$ cat config.mk
export PLATFORM = sky130hd
export DESIGN_NAME = mpsa_fifo
export DESIGN_NICKNAME = d
export VERILOG_FILES = /design/src/rtl/mpsa_fifo.sv
export SDC_FILE = /design/constraint.sdc
export NUM_CORES = 1
export LEC_CHECK = 0
export ABC_AREA = 1
export BUFFER_PORTS_ARGS = -buffer_cell sky130_fd_sc_hd__buf_2
export CORE_MARGIN = 5
export CORE_UTILIZATION = 50
export CTS_CLUSTER_DIAMETER = 200
export DETAILED_ROUTE_END_ITERATION = 16
export GPL_ROUTABILITY_DRIVEN = 1
export PLACE_DENSITY = 0.77
export SYNTH_ARGS = -nofsm -noshare
export SYNTH_HDL_FRONTEND = slang
export SYNTH_SLANG_ARGS = --single-unit
$ cat constraint.sdc
create_clock -name clk_i -period 3.1 [get_ports clk_i]
set_clock_uncertainty 0.05 [all_clocks]
set_input_delay 0.31 -clock clk_i [delete_from_list [all_inputs] [get_ports clk_i]]
set_output_delay 0.31 -clock clk_i [all_outputs]
set_load 0.02 [all_outputs]
$ cat src/rtl/mpsa_fifo.sv
module mpsa_fifo #(
  parameter type T     = logic [7:0],
  parameter int  DEPTH = 2
) (
  input  logic clk_i,
  input  logic rst_ni,
  input  logic push_i,
  input  T     data_i,
  output logic full_o,
  input  logic pop_i,
  output T     data_o,
  output logic empty_o
);

  localparam int PTRW = (DEPTH > 1) ? $clog2(DEPTH) : 1;
  localparam int CNTW = $clog2(DEPTH + 1);
  localparam logic [PTRW-1:0] LAST = PTRW'(DEPTH - 1);
  localparam logic [CNTW-1:0] FULL_CNT = CNTW'(DEPTH);

  T                data_q [DEPTH];
  logic [PTRW-1:0] wr_ptr_q, rd_ptr_q;
  logic [CNTW-1:0] count_q;
  logic            do_push, do_pop;

  assign full_o  = (count_q == FULL_CNT);
  assign empty_o = (count_q == '0);
  assign do_push = push_i && !full_o;
  assign do_pop  = pop_i && !empty_o;
  assign data_o  = data_q[rd_ptr_q];

  always_ff @(posedge clk_i or negedge rst_ni) begin
    if (!rst_ni) begin
      wr_ptr_q <= '0;
      rd_ptr_q <= '0;
      count_q  <= '0;
    end else begin
      if (do_push) begin
        wr_ptr_q <= (wr_ptr_q == LAST) ? '0 : wr_ptr_q + 1'b1;
      end
      if (do_pop) begin
        rd_ptr_q <= (rd_ptr_q == LAST) ? '0 : rd_ptr_q + 1'b1;
      end
      if (do_push && !do_pop) begin
        count_q <= count_q + 1'b1;
      end else if (do_pop && !do_push) begin
        count_q <= count_q - 1'b1;
      end
    end
  end

  always_ff @(posedge clk_i) begin
    if (do_push) begin
      data_q[wr_ptr_q] <= data_i;
    end
  end

endmodule

### Word-level counts from Yosys, hierarchy flattened

Memory sizes are Yosys's and may differ from the RTL's.
Cells that the tools add are included.

| storage, ports and cells | value |
|---|---|
| memories | 1 |
| bits in writable memories | 16 |
| flip-flop bits (word level) | 4 |
| word-level logic and storage cells | 25 |
| bits of input ports | 12 |

Memories:

| memory | words | width | rd ports | clocked after Yosys merged registers in | write ports | RTL line | RTL |
|---|---|---|---|---|---|---|---|
| data_q | 2 | 8 | 1 | 0 | 1 | 20 | `T data_q [DEPTH];` |

| operators by class | value |
|---|---|
| multiplexer cells | 6 |
| reductions and logical operators | 10 |
| add/subtract/negate cells | 4 |
| equality and inequality tests | 1 |

Operators by type and width:

| kind | count |
|---|---|
| $logic_and A1 B1 Y1 | 4 |
| $logic_not A1 Y1 | 4 |
| $mux W1 | 4 |
| $mux W2 | 2 |
| $add A1 B1 Y1 const B | 2 |
| $add A2 B1 Y2 const B | 1 |
| $eq A2 B2 Y1 const B | 1 |
| $logic_not A2 Y1 | 1 |
| $reduce_bool A2 Y1 | 1 |
| $sub A2 B1 Y2 const B | 1 |

### Logic depth before layout (Yosys ltp)

Gate-level depths: netlist of run 1.

| depth | value |
|---|---|
| depth after elaboration | 7 |
| depth in mapped cells | 9 |

### Worst setup path after synthesis of run 1

Ideal clock, no wire load.

| timing path | value |
|---|---|
| path kind | reg-to-reg |
| from | reg count_q[0] |
| to | reg count_q[1] |
| buffers on the path | 0 |
| stages on the path, launching flop included | 8 |
| slack | 1.651 ns |
| data arrival time | 1.282 ns |
| period minus slack after synthesis | 1.449 ns |
| setup time | 0.117 ns |
| cell sequence | dfrtp_1 > nor2_2 > nor2_2 > ha_1 > inv_1 > nand3_1 > nand2_1 > nand2_1 |

| between the ends | value |
|---|---|
| cells in the longest elaborated chain, start to end | 6 |
| elaborated cells between the ends (all ways) | 15 |
| classes of those cells | add/sub (2); eq/ne (1); mux (2); reduce/logical (10) |

Ends and longest elaborated chain:

| what | RTL line | RTL |
|---|---|---|
| start, declared | 22 | `logic [CNTW-1:0] count_q;` |
| start signal, assigned | 44 | `count_q <= count_q + 1'b1;` |
| start signal, assigned | 46 | `count_q <= count_q - 1'b1;` |
| $eq A2 B2 Y1 * | 25 | `assign full_o = (count_q == FULL_CNT);` |
| via full_o | 9 | `output logic full_o,` |
| $logic_not A1 Y1 * | 27 | `assign do_push = push_i && !full_o;` |
| $logic_and A1 B1 Y1 * | 27 |  |
| $logic_not A1 Y1 | 45 | `end else if (do_pop && !do_push) begin` |
| $logic_and A1 B1 Y1 | 45 |  |
| $reduce_bool A2 Y1 (no source line) | n/a |  |

Mark *: on every way through the listed nets, which the timed path passes. The rest lies on a longest branch. The select of a mux whose other input is x is not followed.
A chain may end at the register's enable or synchronous reset.

==> results of run 1 <==
[metrics by stage]
stage | setup slack (ps) | hold slack, ps
floorplan | 1651 | -35.59
global placement | 1606 | 71.81
detailed placement | 1548 | 71.20
CTS | 1424 | 139.6
global route | 1320 | 117.9
finish | 1437 | 143.1
[area by class of cell]
type	instances	area [um2]
multi-input combinational	44	193.9
timing repair buffer	22	115.1
clock inverter	1	3.754
fill	131	558.0
clock buffer	3	22.52
sequential	20	580.6
inverter	8	30.03
tap	16	20.02
[cell usage after synthesis]
| cell | number | area, um2 |
|---|---|---|
| nand3_1 | 1 | 5.000 |
| inv_1 | 7 | 26.28 |
| ha_1 | 1 | 12.51 |
| nand3b_1 | 1 | 7.510 |
| nand2_1 | 33 | 123.9 |
| nor2_1 | 2 | 7.510 |
| inv_2 | 1 | 3.750 |
| nor2_2 | 2 | 12.51 |
| nand4_1 | 1 | 6.260 |
| xnor2_1 | 1 | 8.760 |
| buf_2 | 1 | 5.000 |
| dfrtp_1 | 4 | 100.1 |
| edfxtp_1 | 16 | 480.5 |
| o21ai_0 | 2 | 10.01 |
[logic make-up (layout without fill, tap and decap cells)]
logic type,Yosys count,in the layout
AO/OA/AOI/OAI,2,2
XOR/XNOR,1,1
adder cells (fa/ha/maj),1,1
buffers and inverters,9,34
flip-flops,20,20
AND/OR/NAND/NOR,40,40
[flip-flops by register name, summed over array words and instances, names as in the netlist]
| name | cells |
|---|---|
| count_q | 2 |
| data_q | 16 |
| rd_ptr_q | 1 |
| wr_ptr_q | 1 |
[power by group through the flow]
stage,combinational (mW),clock (mW),sequential (mW)
after detailed placement,0.371,0,0.431
after CTS,0.374,0.126,0.426
after floorplan,0.279,0,0.405
final,0.370,0.125,0.426
after global placement,0.361,0,0.427
after global routing,0.416,0.147,0.435
[timing repair]
action / 4_1_cts / 5_1_grt
endpoints found under the setup margin: 0 / 0
hold endpoints to repair: 4 / 0
hold buffers: 1 / 0
[routing by layer]
layer | track usage (%) | share of wire [%] | wire [um]
met5 | 0 | 0 | 0
met4 | 7.860 | 2.4 | 36
met3 | 4.142 | 8.7 | 130
met2 | 22.38 | 50 | 753
met1 | 16.41 | 39 | 580
[worst min path at each step]
stage	slack [ps]	from	endpoint	depth (start not counted)
after floorplan	-40	rst_ni	count_q[0]	0
after global placement	70	rst_ni	count_q[1]	1
after detailed placement	70	rst_ni	count_q[1]	1
after CTS	140	data_i[7]	data_q[1][7]	1
after global routing	120	data_i[7]	data_q[1][7]	1
final	140	data_i[7]	data_q[1][7]	1
[critical path: stages (launching register included)]
cell	delay, ps
dfrtp_1	510
inv_2	200
nand2_1	80
nand2_1	50
buf_2	160
==> impl_metrics.ini, run 1 <==
[synth]
syn_inst = 73
synth_top_family_by_area = simple AND/OR/NAND/NOR gates
ys_ff_latch = 20
yosysWarningCount = 0
synth_cell_types = 14
syn_nets = 86
synth_compound_area_share_pct = 1.236
synth_fa_ha_area_share_pct = 1.546
synth_mux_area_share_pct = 0
synth-simple-area-share_pct = 20.09
ys_seq_area_share_pct = 71.72
synth_xor_area_share_pct = 1.082
avgSynthCellArea_um2 = 11.09
syn_area_um2 = 809.5

[sta]
maxSlewViolCount = 0
min_period_ps = 1663
fin_tns_setup_ps = 0
worstMarginPinSlew_ps = 638.2
hold_viol = 0
max_slew_margin_pct = 57.30
rsz0062_at_grt = false
setup_viol = 0
finalCritPeriodShare_pct = 53.66
fmax_mhz = 601.2

[placed_design]
placed_cells = 109
io_buffers = 21
place_area_um2 = 929.6
gp_congestion = 0.7646
hpwl_um = 1101

[final_layout]
instances_no_fill = 114
post-route-cell-area_um2 = 965.9
layout_commonest_cell = nand2_1
syn_to_final_growth_pct = 19.32
nets = 112
diodes = 0
most-common-layout-cells = nand2_1 (33), buf_2 (21), edfxtp_1 (16)
fin_util_pct = 63.38
drive_gt1_share_pct = 27.55

[power]
power_frac_clock_pct = 13.6
combPwrFrac_pct = 40.2
p_leak_nw = 0.4642
p_per_area_nw_per_um2 = 953.6
design_power_total_mw = 0.9211
internal_power_mw = 0.5411
swShare_pct = 41.25
ir_worst_vdd_mv = 0.5145
power_switching_mw = 0.3799
sequentialPowerShare_pct = 46.2

[cts]
clock_sinks = 20
cts_tree = yes
cts.path.max_buffers = 2
cts_resized = 0
cts_root_buffer = clkbuf_4
numCtsBuffers = 3
ctsHtreeMaxLevel = 1
post_cts_buffers = 0
clkTransAtPathRegs_ps = 110
clk-insertion-delay-late_ps = 300

[routing]
totalWireLength_um = 1500
post_drt_wl_per_cell_um = 13.16
dr.first_iter.drc_count = 7
drc_errors = 0
vias = 566
ant_nets = 0
detail_route.first_pass.iterations = 4
viasPerCell = 4.965

[status]
status = complete, no violations

[worst_setup_path]
critical_path_arrival_ps = 1300
cp-startpoint = rd_ptr_q
rrSetupSlack_ps = 1520
timing.rr.start = count_q[1]
startpoint_type = flop
cp_max_fo = 10
critical_path_class = reg2out
crit_path_end_kind = primary output
ff2ff_path_depth = 3
endpoint = data_o[2]
reg2reg_to = data_q[1][0]
required_ps = 2740

[floorplanning]
core_area_um2 = 1524
start_util_pct = 53.12
die-area_um2 = 2524
die_w_um = 50.24
num_rows = 14
io_pins = 22
die_y_um = 50.24

[global_route]
grt_overflow_total = 0
grt_pass1_vias = 573
track_usage_pct = 13.90
grt_max_degree = 12
antenna_found_initial = 0
grt_pass1_wl_um = 2608

[min_path]
hp-class = in2reg

[job]
cap_violations = 0
(Power assumes the default switching activity.)
==> run 2, diff against run 1 <==
Settings changed: ABC_AREA 1 to 0, CORE_ASPECT_RATIO set to 1.25, CORE_UTILIZATION 50 to 48, PLACE_DENSITY 0.77 to 0.74.
Clock period 3.1 ns to 1.61 ns, I/O delays scaled along.
==> run 2 against run 1 <==
Via count is 22% lower. Clock-buffer cell count rose by 1. Worst hold slack got worse by 120 ps.
==> impl_metrics.ini, run 2 <==
[status]
status = complete, no violations

[synth]
syn_area_um2 = 782.0
synth_most_common_cell = edfxtp_1
synth_top_area_share_pct = 61.44
yosys-top-cells-area = edfxtp_1 (61%), dfrtp_1 (13%), mux2_1 (8.6%)
avgSynthCellArea_um2 = 17.77
synth_edf_count = 16
yosys.area.top_type = edfxtp_1
syn_inst = 44
ys_ff_latch = 20
yosysWarningCount = 0
syn_nets = 57
synth_cell_types = 15
ys_async_sr_fraction_pct = 20.00
yosys-top-cells-count = edfxtp_1 (16), mux2_1 (6), dfrtp_1 (4)
yosys_most_used_dff = edfxtp_1
ys_seq_area_share_pct = 74.24

[cts]
clkTransAtPathRegs_ps = 90
post_cts_buffers = 0
numCtsBuffers = 3
clk-insertion-delay-late_ps = 280
cts_tree = yes
cts_root_buffer = clkbuf_4
clock_sinks = 20
ctsHtreeMaxLevel = 1
cts.path.max_buffers = 2

[routing]
drc_errors = 0
ant_nets = 0
viasPerCell = 4.663
vias = 443
post_drt_wl_per_cell_um = 13.04
detail_route.first_pass.iterations = 1
dr.first_iter.drc_count = 0
totalWireLength_um = 1239

[worst_setup_path]
ff2ff_path_depth = 7
path_cells = mux2_2, buf_2
critical_path_arrival_ps = 1310
crit_path_end_kind = primary output
cp_max_fo = 9
critical_path_class = reg2out
required_ps = 1400
crit_path_top_delay_cell = dfrtp_2
critPathMaxStageDelay_ps = 510
startpoint_type = flop

[power]
combPwrFrac_pct = 38.1
p_leak_nw = 0.4337
ir_worst_vdd_mv = 1.057
power_switching_mw = 0.6053
internal_power_mw = 1.133
power_frac_clock_pct = 13.0
design_power_total_mw = 1.738
sequentialPowerShare_pct = 48.9
p_per_area_nw_per_um2 = 1696
swShare_pct = 34.82

[sta]
worstMarginPinSlew_ps = 367.3
fin_tns_setup_ps = 0
min_period_ps = 1523
setup_viol = 0
finalCritPeriodShare_pct = 94.61
layout_setup_ws_ps = 86.84
fmax_mhz = 656.5
rsz0062_at_grt = false
maxSlewViolCount = 0
hold_viol = 0
max_slew_margin_pct = 75.51

[floorplanning]
io_pins = 22
die-area_um2 = 2541
die_y_um = 55.13
die_w_um = 46.10
num_rows = 16
core_area_um2 = 1562
start_util_pct = 50.08

[job]
cap_violations = 0

[global_route]
grt_pass1_wl_um = 1876
grt_pass1_vias = 461
track_usage_pct = 11.01
grt_overflow_total = 0
antenna_found_initial = 0
grt_max_degree = 12

[min_path]
whs_path_depth = 1
hp-class = in2reg

[final_layout]
diodes = 0
drive_gt1_share_pct = 41.56
most-common-layout-cells = buf_2 (21), edfxtp_1 (16), dlygate4sd3_1 (7)
largest_register_ffs = 16
top_register = data_q
reg_top3 = data_q x16, count_q x2
nets = 91
layout_commonest_cell = buf_2
syn_to_final_growth_pct = 31.04

[placed_design]
hpwl_um = 885.1
gp_congestion = 0.6687
dpl_worst_slack_ps = 104.1
io_buffers = 21
run 2: final cells by class:
class | instances | area (um2)
sequential | 20 | 581.8
clock buffer | 4 | 26.28
timing repair buffer | 30 | 190.2
tap | 18 | 22.52
fill | 114 | 536.8
inverter | 2 | 7.507
multi-input combinational | 21 | 196.4
run 2: stage by stage:
stage / hold WS (ps) / utilization, % / instances / cell area (um2)
global placement: -78.48 / 58.89 / 84 / 919.6
floorplan: -184.6 / - / 44 / 782.0
global route: -4.512 / 65.63 / 95 / 1025
CTS: 1.182 / 63.86 / 93 / 997.2
detailed placement: -79.44 / 58.89 / 84 / 919.6
finish: 18.22 / 65.63 / 95 / 1025
run 2: logic make-up (layout without fill, tap and decap cells):
family / count (synthesis) / in the layout / share of synthesized area [%]
AO/OA/AOI/OAI: 1 / 1 / 0.6394
XOR/XNOR: 5 / 5 / 6.561
buffers and inverters: 3 / 36 / 1.600
multiplexers: 8 / 8 / 11.52
AND/OR/NAND/NOR: 6 / 6 / 3.841
flip-flops: 20 / 20 / 74.24
adder cells (fa/ha/maj): 1 / 1 / 1.600
run 2: critical path: cells and delay by family (launching register included):
family | cells | cell delay, ps
flip-flops | 1 | 510
multiplexers | 1 | 360
buffers and inverters | 1 | 160
run 2: path summary, 6_finish.rpt:
| path | startpoint | to | slack [ps] |
|---|---|---|---|
| min in group asynchronous | rst_ni | count_q[1] | 150 |
| max in group asynchronous | rst_ni | rd_ptr_q | 1230 |
| worst max register to register | count_q[0] | count_q[1] | 130 |
| worst min-delay path | data_i[1] | data_q[1][1] | 20 |
| worst max-delay path | rd_ptr_q | data_o[2] | 90 |
| worst min register to register | wr_ptr_q | wr_ptr_q | 520 |
run 2: layer usage:
layer  global-route usage (%)  vias up  part of all wire, %
li1                         -      225                    -
met1                    10.74      204                   36
met2                    20.64       12                   57
met3                    1.942        2                  6.2
met4                    7.109        0                 0.97
met5                        0        -                    0
run 2: timing repair:
| action | in CTS | in global routing |
|---|---|---|
| resized for setup | 1 | 1 |
| pin swaps | 0 | 0 |
| endpoints found under the hold margin | 11 | 3 |
| setup endpoints to repair | 8 | 1 |
| hold buffers | 5 | 2 |
run 2: power by group through the flow:
stage	clock network [mW]	logic [mW]	registers (mW)
detailed placement	0	0.645	0.855
global route	0.262	0.717	0.866
finish	0.225	0.663	0.850
global placement	0	0.633	0.841
floorplan	0	0.499	0.788
CTS	0.240	0.657	0.846
