## src/rtl/mpsa_pkg.sv

```systemverilog
package mpsa_pkg;

  // request operation codes
  localparam logic OP_ALLOC = 1'b0;
  localparam logic OP_FREE  = 1'b1;

  // result status codes
  localparam logic [1:0] STAT_OK            = 2'd0;
  localparam logic [1:0] STAT_EXHAUSTED     = 2'd1;
  localparam logic [1:0] STAT_NOT_IN_USE    = 2'd2;
  localparam logic [1:0] STAT_FREE_REJECTED = 2'd3;

  // back-end memory command kinds
  localparam logic [1:0] CMD_NONE  = 2'd0;
  localparam logic [1:0] CMD_READ  = 2'd1;
  localparam logic [1:0] CMD_WRITE = 2'd2;

  // stack address field wide enough for 16 pools of 4096 slots
  localparam int CMD_AW = 16;

  localparam logic [3:0] POOLS_IN_USE_RST = 4'd8;

  typedef struct packed {
    logic       operation;
    logic       auto_pool;
    logic [2:0] pool;
    logic [7:0] slot;
  } req_t;

  typedef struct packed {
    logic [1:0] status;
    logic [2:0] granted_pool;
    logic [7:0] granted_slot;
    logic [8:0] active_count;
  } rsp_t;

  typedef struct packed {
    logic [1:0]        kind;
    logic [CMD_AW-1:0] addr;
    logic [7:0]        wdata;
    rsp_t              rsp;
  } cmd_t;

endpackage

```

## src/rtl/mpsa_front.sv

```systemverilog
module mpsa_front #(
  parameter int POOLS = 8,
  parameter int SLOTS = 256
) (
  input  logic            clk_i,
  input  logic            rst_ni,
  input  logic            cfg_we_i,
  input  logic [3:0]      cfg_wdata_i,
  input  logic            push_i,
  input  mpsa_pkg::req_t  req_i,
  output logic            full_o,
  output logic            cmd_push_o,
  output mpsa_pkg::cmd_t  cmd_o,
  input  logic            cmd_full_i
);
  import mpsa_pkg::*;

  localparam int PW  = (POOLS > 1) ? $clog2(POOLS) : 1;
  localparam int PXW = (PW > 3) ? PW : 3;
  localparam int PP  = 1 << PW;
  localparam int DW  = $clog2(SLOTS);
  localparam int BW  = $clog2(SLOTS + 1);
  localparam int NW  = 5;
  localparam logic [NW-1:0] POOLS_N = NW'(POOLS);
  localparam logic [BW-1:0] SLOTS_B = BW'(SLOTS);

  logic [3:0]    pools_in_use_q;
  req_t          req_q;
  logic          req_v_q;
  logic [BW-1:0] bump_q  [POOLS];
  logic [BW-1:0] depth_q [POOLS];

  logic [NW-1:0]  n;
  logic [BW-1:0]  node_val [2*PP];
  logic [PW-1:0]  node_idx [2*PP];
  logic           node_ok  [2*PP];
  logic           fire, is_auto, in_use;
  logic [PXW-1:0] pool_ext;
  logic [PW-1:0]  sel;
  logic [BW-1:0]  b, d, a, a_inc, a_dec, d_dec, d_inc;
  logic           bump_inc, depth_dec, depth_inc;

  assign fire       = req_v_q && !cmd_full_i;
  assign full_o     = req_v_q && cmd_full_i;
  assign cmd_push_o = fire;

  // register values above POOLS act as POOLS
  assign n = ({1'b0, pools_in_use_q} > POOLS_N) ? POOLS_N : {1'b0, pools_in_use_q};

  // min tree over active counts, lower index wins ties
  always_comb begin
    for (int i = 0; i < PP; i++) begin
      node_idx[PP+i] = PW'(i);
      if (i < POOLS) begin
        node_ok[PP+i]  = (NW'(i) < n);
        node_val[PP+i] = bump_q[i] - depth_q[i];
      end else begin
        node_ok[PP+i]  = 1'b0;
        node_val[PP+i] = '0;
      end
    end
    node_idx[0] = '0;
    node_ok[0]  = 1'b0;
    node_val[0] = '0;
    for (int k = PP - 1; k >= 1; k--) begin
      if (node_ok[2*k+1] && (!node_ok[2*k] || (node_val[2*k+1] < node_val[2*k]))) begin
        node_idx[k] = node_idx[2*k+1];
        node_val[k] = node_val[2*k+1];
        node_ok[k]  = 1'b1;
      end else begin
        node_idx[k] = node_idx[2*k];
        node_val[k] = node_val[2*k];
        node_ok[k]  = node_ok[2*k];
      end
    end
  end

  always_comb begin
    is_auto  = (req_q.operation == OP_ALLOC) && req_q.auto_pool;
    pool_ext = PXW'(req_q.pool);
    sel      = is_auto ? node_idx[1] : pool_ext[PW-1:0];
    in_use   = is_auto ? (n != '0) : ({{(NW-PXW){1'b0}}, pool_ext} < n);
    b        = bump_q[sel];
    d        = depth_q[sel];
    a        = b - d;
    a_inc    = a + BW'(1);
    a_dec    = a - BW'(1);
    d_dec    = d - BW'(1);
    d_inc    = d + BW'(1);

    bump_inc  = 1'b0;
    depth_dec = 1'b0;
    depth_inc = 1'b0;

    cmd_o                  = '0;
    cmd_o.kind             = CMD_NONE;
    cmd_o.wdata            = req_q.slot;
    cmd_o.rsp.granted_pool = 3'(sel);

    if (!in_use) begin
      cmd_o.rsp.status       = STAT_NOT_IN_USE;
      cmd_o.rsp.granted_pool = is_auto ? 3'd0 : req_q.pool;
    end else if (req_q.operation == OP_ALLOC) begin
      if (b < SLOTS_B) begin
        bump_inc               = 1'b1;
        cmd_o.rsp.status       = STAT_OK;
        cmd_o.rsp.granted_slot = 8'(b);
        cmd_o.rsp.active_count = 9'(a_inc);
      end else if (d != '0) begin
        // slot comes back from the stack in the back end
        depth_dec              = 1'b1;
        cmd_o.kind             = CMD_READ;
        cmd_o.addr             = CMD_AW'({sel, d_dec[DW-1:0]});
        cmd_o.rsp.status       = STAT_OK;
        cmd_o.rsp.active_count = 9'(a_inc);
      end else begin
        cmd_o.rsp.status       = STAT_EXHAUSTED;
        cmd_o.rsp.active_count = 9'(a);
      end
    end else begin
      if (a == '0) begin
        cmd_o.rsp.status = STAT_FREE_REJECTED;
      end else begin
        depth_inc              = 1'b1;
        cmd_o.kind             = CMD_WRITE;
        cmd_o.addr             = CMD_AW'({sel, d[DW-1:0]});
        cmd_o.rsp.status       = STAT_OK;
        cmd_o.rsp.active_count = 9'(a_dec);
      end
    end
  end

  always_ff @(posedge clk_i or negedge rst_ni) begin
    if (!rst_ni) begin
      pools_in_use_q <= POOLS_IN_USE_RST;
      req_v_q        <= 1'b0;
      for (int i = 0; i < POOLS; i++) begin
        bump_q[i]  <= '0;
        depth_q[i] <= '0;
      end
    end else begin
      if (cfg_we_i) begin
        pools_in_use_q <= cfg_wdata_i;
      end
      if (push_i && !full_o) begin
        req_v_q <= 1'b1;
      end else if (fire) begin
        req_v_q <= 1'b0;
      end
      if (fire && in_use) begin
        if (bump_inc) begin
          bump_q[sel] <= a_inc + d;
        end
        if (depth_dec) begin
          depth_q[sel] <= d_dec;
        end else if (depth_inc) begin
          depth_q[sel] <= d_inc;
        end
      end
    end
  end

  always_ff @(posedge clk_i) begin
    if (push_i && !full_o) begin
      req_q <= req_i;
    end
  end

endmodule

```

## config.mk

```make
export PLATFORM = sky130hd
export DESIGN_NAME = mpsa_front
export DESIGN_NICKNAME = d
export VERILOG_FILES = /design/src/rtl/mpsa_pkg.sv /design/src/rtl/mpsa_front.sv
export SDC_FILE = /design/constraint.sdc
export NUM_CORES = 1
export LEC_CHECK = 0
export BUFFER_PORTS_ARGS = -buffer_cell sky130_fd_sc_hd__buf_4
export CAP_MARGIN = 20
export CORE_MARGIN = 4
export CORE_UTILIZATION = 37
export CTS_CLUSTER_SIZE = 20
export DETAILED_ROUTE_END_ITERATION = 10
export SLEW_MARGIN = 20
export SYNTH_ARGS = -nofsm -noshare
export SYNTH_HDL_FRONTEND = slang
export SYNTH_SLANG_ARGS = --single-unit
```

## constraint.sdc

```tcl
create_clock -name clk_i -period 16.5 [get_ports clk_i]
set_clock_uncertainty 0.05 [all_clocks]
set_input_delay 4.125 -clock clk_i [delete_from_list [all_inputs] [get_ports clk_i]]
set_output_delay 4.125 -clock clk_i [all_outputs]
set_load 0.05 [all_outputs]
```

Yosys cells after proc, flatten, opt, wreduce, memory -nomap -nowiden
Index checks and enable logic that the tools add are counted.
{"block": "word_totals", "reg_bits": 162, "input_bits": 22, "out_inout_bits": 50}
{"block": "classes", "n_addsub": 14, "order_cmp": 20, "muxes": 66, "bitwise": 2, "n_reduce_logical": 36}
{"cell": "72-bit bitwise mux", "n": 3}
{"cell": "72-bit 2-to-1 mux", "n": 2}
{"cell": "9-bit 2-to-1 mux", "n": 15}
{"cell": "9-bit subtractor", "n": 9}
{"cell": "9-bit less-than comparator", "n": 7}
{"cell": "9-bit binary-select mux with 3-bit select", "n": 2}
{"cell": "18-bit 2-to-1 mux", "n": 3}
{"cell": "17-bit 2-to-1 mux", "n": 3}
{"cell": "9-bit demux with 3-bit select", "n": 1}
{"cell": "1-bit 2-to-1 mux", "n": 25}
{"cell": "9-bit by 1-bit adder with 9-bit output, second input constant", "n": 2}
{"cell": "3-bit 2-to-1 mux", "n": 6}
{"cell": "9-bit by 1-bit subtractor with 9-bit output, second input constant", "n": 2}
{"cell": "3-bit by 4-bit less-than comparator with 1-bit output, first input constant", "n": 4}
{"cell": "8-bit 2-to-1 mux", "n": 2}
{"cell": "1-bit logical AND", "n": 13}
{"cell": "9-bit adder", "n": 1}
{"cell": "1-bit zero test", "n": 9}
{"cell": "9-bit zero test", "n": 1}
{"cell": "9-bit less-than comparator, second input constant", "n": 1}
{"cell": "9-bit nonzero test", "n": 1}
{"cell": "1-bit by 4-bit less-than comparator with 1-bit output, first input constant", "n": 2}
{"cell": "2-bit by 4-bit less-than comparator with 1-bit output, first input constant", "n": 2}
{"cell": "1-bit logical OR", "n": 7}
{"cell": "11 further kinds", "n": 15}

Longest topological paths before layout
Gate-level depths: netlist of run 1.
{"block": "depth", "depth_word": 27, "ltp_mapped": 68}

Worst setup path before layout of run 1
OpenSTA, ideal clock, no wires.
{"block": "synth_timing", "kind": "register to output", "startpoint": "register depth_q[10] in the netlist's numbering", "endpoint": "output cmd_o[37] in the netlist's numbering", "arrival_time_ps": 13147, "slack_ps": -822, "stages_incl_launch_ff": 64, "path_cell_list": "dfrtp_1 -> inv_1 -> ha_1 -> nor2b_1 -> o21ai_0 -> nand2b_1 -> a21o_1 -> a21o_1 -> a21o_1 -> a21oi_1 -> xnor2_1 -> inv_1 -> ha_1 -> a2111oi_0 -> o211ai_1 -> and2_1 -> maj3_1 -> nor2_1 -> (+28 left out) -> o211ai_1 -> ha_1 -> inv_1 -> fa_1 -> a21o_1 -> a21oi_1 -> o21bai_1 -> a21oi_1 -> o21bai_1 -> a21oi_1 -> xnor2_2 -> xnor2_2 -> a21o_1 -> inv_2 -> buf_6 -> clkbuf_1 -> a21oi_1 -> o21ai_0"}
{"item": "start: declaration", "line_no": "mpsa_front.sv:31", "text": "logic [BW-1:0] depth_q [POOLS];"}
{"item": "start signal: indexed assignment", "line_no": "mpsa_front.sv:157", "text": "depth_q[sel] <= d_inc;"}
{"item": "end: declaration", "line_no": "mpsa_front.sv:13", "text": "output mpsa_pkg::cmd_t cmd_o,"}

==> run metrics, run 1 <==
Arr. time, crit path=11.66 ns; GRT Residual Overflow=0; fin crit period=15.83 ns; TritonCTS clock tree=yes; clk slew on worst S/H paths=0.07 ns; Finish-stage setup viols=0; initial drt markers=1130; Fill cells=3656; number of synthesized flops with an enable pin=13; height of the chip=202.3 um; Syn Inst Count=1498; clock sink count=162; CP bufs+invs=8; GP Congestion=0.9973; Initial Utilization=0.3778; Final ANT Viol Nets=0; Max-Cap Viols=0; worst hold path class=flip-flop to flip-flop; CTS Buffer Depth=2; Top FF cell, synth=dfrtp_1; number of buffers added on ports=66; WP data required=12.33 ns; Skew-Pair Late Insertion Delay=0.45 ns; Ports=72; Core Rows=70; worst rel slew slack=0.1851; largest net degree at the start of global routing=78; antenna violations before repair=0; Core Footprint=0.03696 mm^2; Critical Path Max Stage Delay=0.41 ns; number of global-route vias before repair=11830; FMAX=63.15 MHz; delay-heaviest family, CP=compound AO/OA/AOI/OAI gates; clk root buf=clkbuf_16; largest area contributor in the netlist=dfrtp_1; fin nets=1772; Setup WS post-layout=0.6658 ns; Overall Global Routing Usage=0.2486; via count=12420; Vias/cell=5.865; Final HPWL DP=41310 um; CP Max Fanout=12; layout cells sized above 1=0.2274; count leader, synth=dfrtp_1; DRT Pass-1 Iters=5; Post-route DRC=0; die width=202.3 um; first-pass GRT wire length=76450 um; Final Max Tran Viols=0; DIE AREA=0.04092 mm^2; Worst Setup Path Type=flip-flop to primary output; H-tree lvl count=4; crit start category=flip-flop; synthesized area per cell=9.322 um^2; dpl ws=0.03710 ns; Tcrit/Tclk final=0.9596; commonest cells in the synthesized netlist=dfrtp_1, ha_1, inv_1; post-synthesis cell area=0.01396 mm^2; status=completed; antenna cells=0; Wirelength per Cell=24.66 um; Area Overhead vs Synth=16.56%; top-area cell type share of the netlist area=0.2652; synth unique cells=94; Synth Register Bits=162; Fin Setup TNS=0 ns; Worst Tran Pin Value=1.214 ns; Seq/Total Area, Yosys=0.2950; Routed WL=52230 um; synth top area cells=dfrtp_1, ha_1, mux2_2; Num CTS Buffers=17; share of synthesized registers carrying an async set or reset=0.9198; Yosys Warn Count=0; Worst setup EP type=primary output; final hold violation count=0; CP max-delay cell=dfrtp_2
[routing by layer]
layer  wire length, um  up-vias  GRT usage
met2             22290      623     0.3713
met1             23360     6064     0.3521
met3              4069      129    0.04316
li1                  -     5607          -
met5                 0        -          0
met4              2509        0     0.1118
[path summary, 6_finish.rpt]
check,startpoint,to,slack [ns],depth (start not counted)
worst max-delay path,depth_q[10],cmd_o[30],0.67,55
worst max register to register,depth_q[10],bump_q[17],4.13,58
min in group asynchronous,rst_ni,bump_q[37],3.65,1
max in group asynchronous,rst_ni,depth_q[21],11.17,2
worst min-delay path,depth_q[1],depth_q[1],0.45,1
worst min register to register,depth_q[1],depth_q[1],0.45,1
[through the flow]
stage                     instance area (um^2)  std cells  hold WS, ns  utilization
final                                    16280       2118       0.4457       0.4404
after global routing                     16280       2118       0.4552       0.4404
after CTS                                15930       2103       0.4451       0.4311
after detailed placement                 15280       2071       0.4309       0.4135
after global placement                   15270       2071       0.4231       0.4132
after floorplan                          14020       1502       0.4142            -
[cells by family (layout without fill, tap and decap cells)]
| kind of cell | Yosys count | in the layout | synth area share |
|---|---|---|---|
| AND/OR/NAND/NOR | 348 | 348 | 0.1193 |
| multiplexers | 159 | 159 | 0.1278 |
| flip-flops | 162 | 162 | 0.2950 |
| adder cells (fa/ha/maj) | 151 | 151 | 0.1402 |
| XOR/XNOR | 96 | 96 | 0.06128 |
| AO/OA/AOI/OAI | 401 | 401 | 0.2019 |
| other | 1 | 5 | 0.0002685 |
| buffers and inverters | 180 | 292 | 0.05430 |
[sequential cells by signal, summed over array words and instances, names as in the netlist, named ones only]
| register | flops |
|---|---|
| bump_q | 72 |
| cmd_o | 8 |
| depth_q | 64 |
| pool_ext | 3 |
| pools_in_use_q | 4 |
| req_q | 2 |
| req_v_q | 1 |
[cells in the final DEF, fill, tap and decap left out, types with 54 or more instances in the layout]
| master | Yosys | final |
|---|---|---|
| a21o_1 | 54 | 54 |
| a21oi_1 | 110 | 102 |
| buf_4 | 16 | 126 |
| dfrtp_1 | 148 | 147 |
| ha_1 | 138 | 137 |
| inv_1 | 124 | 123 |
| mux2_2 | 95 | 95 |
| nand2_1 | 93 | 89 |
| nor2_1 | 103 | 95 |
| o21ai_0 | 63 | 57 |
[final cells by class]
| class | instances | area (um^2) | area share |
|---|---|---|---|
| timing repair inverter | 1 | 5.005 | 0.0003075 |
| tap | 504 | 630.6 | 0.03874 |
| clock inverter | 10 | 147.6 | 0.009071 |
| sequential | 162 | 4121 | 0.2532 |
| timing repair buffer | 131 | 1015 | 0.06234 |
| multi-input combinational | 1160 | 9390 | 0.5769 |
| clock buffer | 21 | 470.5 | 0.02890 |
| inverter | 129 | 496.7 | 0.03052 |
[repair_timing]
item / in CTS / in global routing
endpoints found under the setup margin: 23 / 23
buffers inserted: 1 / 14
hold buffers: 0 / 0
pin swaps: 1 / 9
gates resized for setup: 7 / 60
gates cloned: 0 / 1
hold endpoints to repair: 0 / 0
Power of run 1 is not shown: default switching activity piles up to over one toggle a cycle in this logic, so the estimate is an artifact.
==> run 2: changes to the inputs <==
GPL_TIMING_DRIVEN = 0   (was unset)
REMOVE_ABC_BUFFERS = 1   (was unset)
==> run 2 against run 1 <==
Compared with the run above: cell area up 2.1%; global-route usage down 1.5 points; routed wire length down 4.5%; largest cell class unchanged; die area unchanged.
==> run metrics, run 2 (same netlist as run 1, synthesis figures left out) <==
status=completed; Final ANT Viol Nets=0; CTS Buffer Depth=2; Routed WL=49860 um; DRT Pass-1 Iters=9; Final Max Tran Viols=0; Area Overhead vs Synth=18.99%; Wirelength per Cell=23.55 um; Max-Cap Viols=0; crit start category=flip-flop; fin crit period=16.12 ns; Num CTS Buffers=17; height of the chip=202.3 um; H-tree lvl count=4; Reg2Reg Setup Slack=4.04 ns; Initial Utilization=0.3778; GRT Residual Overflow=0; Overall Global Routing Usage=0.2340; Vias/cell=5.853; die width=202.3 um; Arr. time, crit path=11.95 ns; Worst setup EP type=primary output; Core Rows=70; commonest non-fill, non-tap cell in the layout=dfrtp_1; final hold violation count=0; fin nets=1770; most frequent cells in the layout=dfrtp_1, ha_1, inv_1; largest net degree at the start of global routing=97; area post-placement=0.01495 mm^2; Top reg by flops=bump_q; number of global-route vias before repair=11920; design area=0.01662 mm^2; initial drt markers=1284; first-pass GRT wire length=73160 um; Largest register FFs=72; FMAX=62.03 MHz; Worst Setup Path Type=flip-flop to primary output; Ports=72; Fin Setup TNS=0 ns; Skew-Pair Late Insertion Delay=0.46 ns; most frequent CP cell=buf_4; Tcrit/Tclk final=0.9771; CP max-delay cell=a21boi_4; via count=12390; WP data required=12.33 ns; clk slew on worst S/H paths=0.07 ns; Post-route DRC=0; clk root buf=clkbuf_16; TritonCTS clock tree=yes; layout cells sized above 1=0.2405; worst rel slew slack=0.1901; CP Max Fanout=20; number of buffers added on ports=66; antenna violations before repair=0; Final HPWL DP=37790 um; worst hold path class=flip-flop to flip-flop; Critical Path Max Stage Delay=0.46 ns; Worst Tran Pin Value=1.206 ns; hold buffer count at CTS=0; clock sink count=162; DIE AREA=0.04092 mm^2; antenna cells=0; GP Congestion=0.9633; Core Footprint=0.03696 mm^2; Finish-stage setup viols=0; Fill cells=3625
## run 2: metal layers
layer  wire length [um]  vias up  GRT usage
met5                  0        -          0
li1                   -     5630          -
met1              21130     5984     0.3178
met2              21570      630     0.3565
met4               2247        0    0.09360
met3               4909      147    0.06064
## run 2: final cells by class
class | instances | area, um^2 | area share
Clock inverter | 15 | 201.4 | 0.01212
Tap cell | 504 | 630.6 | 0.03795
Inverter | 129 | 543.0 | 0.03268
Clock buffer | 17 | 425.4 | 0.02560
Sequential cell | 162 | 4123 | 0.2481
Multi-Input combinational cell | 1164 | 9694 | 0.5834
Timing Repair Buffer | 124 | 980.9 | 0.05904
Timing Repair inverter | 2 | 17.52 | 0.001054
## run 2: path summary, 6_finish.rpt
kind	from	to	cells past startpoint
worst max-delay path	depth_q[10]	cmd_o[4]	54
worst min-delay path	depth_q[24]	depth_q[24]	1
worst max register to register	depth_q[10]	bump_q[17]	62
worst min register to register	depth_q[24]	depth_q[24]	1
max in group asynchronous	rst_ni	depth_q[10]	2
min in group asynchronous	rst_ni	pools_in_use_q[2]	1
## run 2: critical path, delay by kind of cell, from the launching register on
kind,cells,cell delay [ns]
adders and majority gates,6,1.74
xor gates and xnor gates,2,0.37
DFF,1,0.43
and+or+nand+nor,14,2.89
buffers and inverters,9,1.33
muxes,1,0.39
AOI/OAI and AO/OA,22,4.28
## run 2: stage by stage
stage                     worst slack (ns)  instances    util  hold WS (ns)
after floorplan                   0.007342       1451       -        0.4142
after global placement              -3.549       2021  0.4013        0.4257
after detailed placement            -2.667       2024  0.4044        0.4353
after CTS                          0.07953       2076  0.4328        0.4526
after global routing              -0.07005       2117  0.4496        0.4628
final                               0.3785       2117  0.4496        0.4500
## run 2: repair_timing
item,in CTS,in global routing
cloned,2,4
pin swaps,10,22
setup buffers,18,37
setup endpoints to repair,24,23
gates resized for setup,58,66
Power of run 2 is left out for the same reason.
==> run 3: changes to the inputs <==
PLACE_DENSITY_LB_ADDON = 0.08   (was unset)
==> run 3 against run 2 <==
Compared with the run above: count of clock-buffer cells in the layout rose by 1; sequential share of layout area is 0.16 points lower; die area is the same; register-to-register slack improved by 0.10 ns; non-clock buffer count grew 4; cell area rose by 0.63%; largest cell class unchanged; highest routed layer is now met5; routed wire length is 7.1% higher.
==> run metrics, run 3 (same netlist as run 1, synthesis figures left out) <==
Area Overhead vs Synth=19.74%; Tcrit/Tclk final=0.9696; die width=202.3 um; Critical Path Max Stage Delay=0.50 ns; Routed WL=53420 um; Core Rows=70; Worst setup EP type=primary output; Final Non-Filler Cells=2118; Num CTS Buffers=17; Initial Utilization=0.3778; DRT Pass-1 Iters=5; FMAX=62.50 MHz; most frequent CP cell=inv_1; reg2reg path depth=61; fin crit period=16.00 ns; Final Max Tran Viols=0; Arr. time, crit path=11.82 ns; Final ANT Viol Nets=0; hold buffer count at CTS=0; final hold violation count=0; first-pass GRT wire length=77690 um; most frequent cells in the layout=dfrtp_1, ha_1, inv_1; GRT Residual Overflow=0; Top reg by flops=bump_q; WP data required=12.33 ns; antenna cells=0; layout cells sized above 1=0.2509; worst rel slew slack=0.2150; GP Congestion=0.8697; Vias/cell=5.660; height of the chip=202.3 um; status=completed; antenna violations before repair=1; Core Footprint=0.03696 mm^2; Reg area=0.004121 mm^2; Final HPWL DP=40620 um; Post-route DRC=0; hold path depth=1; clk root buf=clkbuf_16; Finish-stage setup viols=0; Inst Count DP=2024; commonest non-fill, non-tap cell in the layout=dfrtp_1; Worst Tran Pin Value=1.171 ns; largest net degree at the start of global routing=90; clk slew on worst S/H paths=0.07 ns; Skew-Pair Late Insertion Delay=0.45 ns; CP Max Fanout=20; number of buffers added on ports=66; CP max-delay cell=fa_2; Wirelength per Cell=25.22 um; DIE AREA=0.04092 mm^2; fin nets=1771; Worst Setup Path Type=flip-flop to primary output; Fill cells=3650; Ports=72; via count=11990; Overall Global Routing Usage=0.2547; crit start category=flip-flop; initial drt markers=1011; H-tree lvl count=4; number of global-route vias before repair=11590; TritonCTS clock tree=yes; Largest register FFs=72; area of the multi-input gates=0.009764 mm^2; clock sink count=162; CTS Buffer Depth=2; Max-Cap Viols=0; worst hold path class=flip-flop to flip-flop
-- run 3: area by class of cell --
type | count | area share
multi-input cells | 1162 | 0.5840
well taps | 504 | 0.03771
flip-flops and latches | 162 | 0.2465
clock buffers | 18 | 0.02567
clock inverters | 14 | 0.009728
repair inverters | 1 | 0.0006735
inverters | 129 | 0.03255
repair buffers | 128 | 0.06323
-- run 3: final timing paths --
kind	from	to	slack, ns
hold reg to reg	bump_q[26]	bump_q[26]	0.46
setup / recovery	depth_q[10]	cmd_o[4]	0.50
min in group asynchronous	rst_ni	bump_q[46]	3.56
max in group asynchronous	rst_ni	depth_q[34]	11.98
setup reg to reg	depth_q[10]	bump_q[17]	4.14
hold / removal	bump_q[26]	bump_q[26]	0.46
-- run 3: layer usage --
metal  routed length [um]  GRT usage  vias to the layer above
met3                 3504    0.05262                       78
li1                     -          -                     5618
met4                 1660    0.07517                        2
met5                   88          0                        -
met1                24130     0.3544                     5871
met2                24030     0.4014                      418
-- run 3: through the flow --
stage               setup slack, ns  utilization  hold slack [ns]  area, um^2  setup TNS (ns)
CTS                         0.03599       0.4384           0.4535       16200               0
global placement             -4.546       0.4013           0.4241       14830         -149.36
finish                       0.5009       0.4524           0.4559       16720               0
global route               -0.07689       0.4524           0.4621       16720         -0.1831
detailed placement           -3.501       0.4060           0.4375       15000          -73.09
floorplan                  0.007342            -           0.4142       13710               0
-- run 3: repair_timing --
action / 4_1_cts / 5_1_grt
gates resized for setup: 71 / 76
pin swaps: 16 / 26
gates cloned: 2 / 1
endpoints found under the setup margin: 37 / 23
buffers inserted: 33 / 27
hold endpoints to repair: 0 / 0
-- run 3: worst max-delay path: cells and delay by family (launching register included) --
kind            cells  cell delay (ns)
buf+inv            12             1.52
simple gates       16             2.99
fa+ha+maj           8             2.30
xor+xnor            1             0.15
flops               1             0.36
compound gates     19             3.26
mux                 2             0.74
Power of run 3 is left out for the same reason.
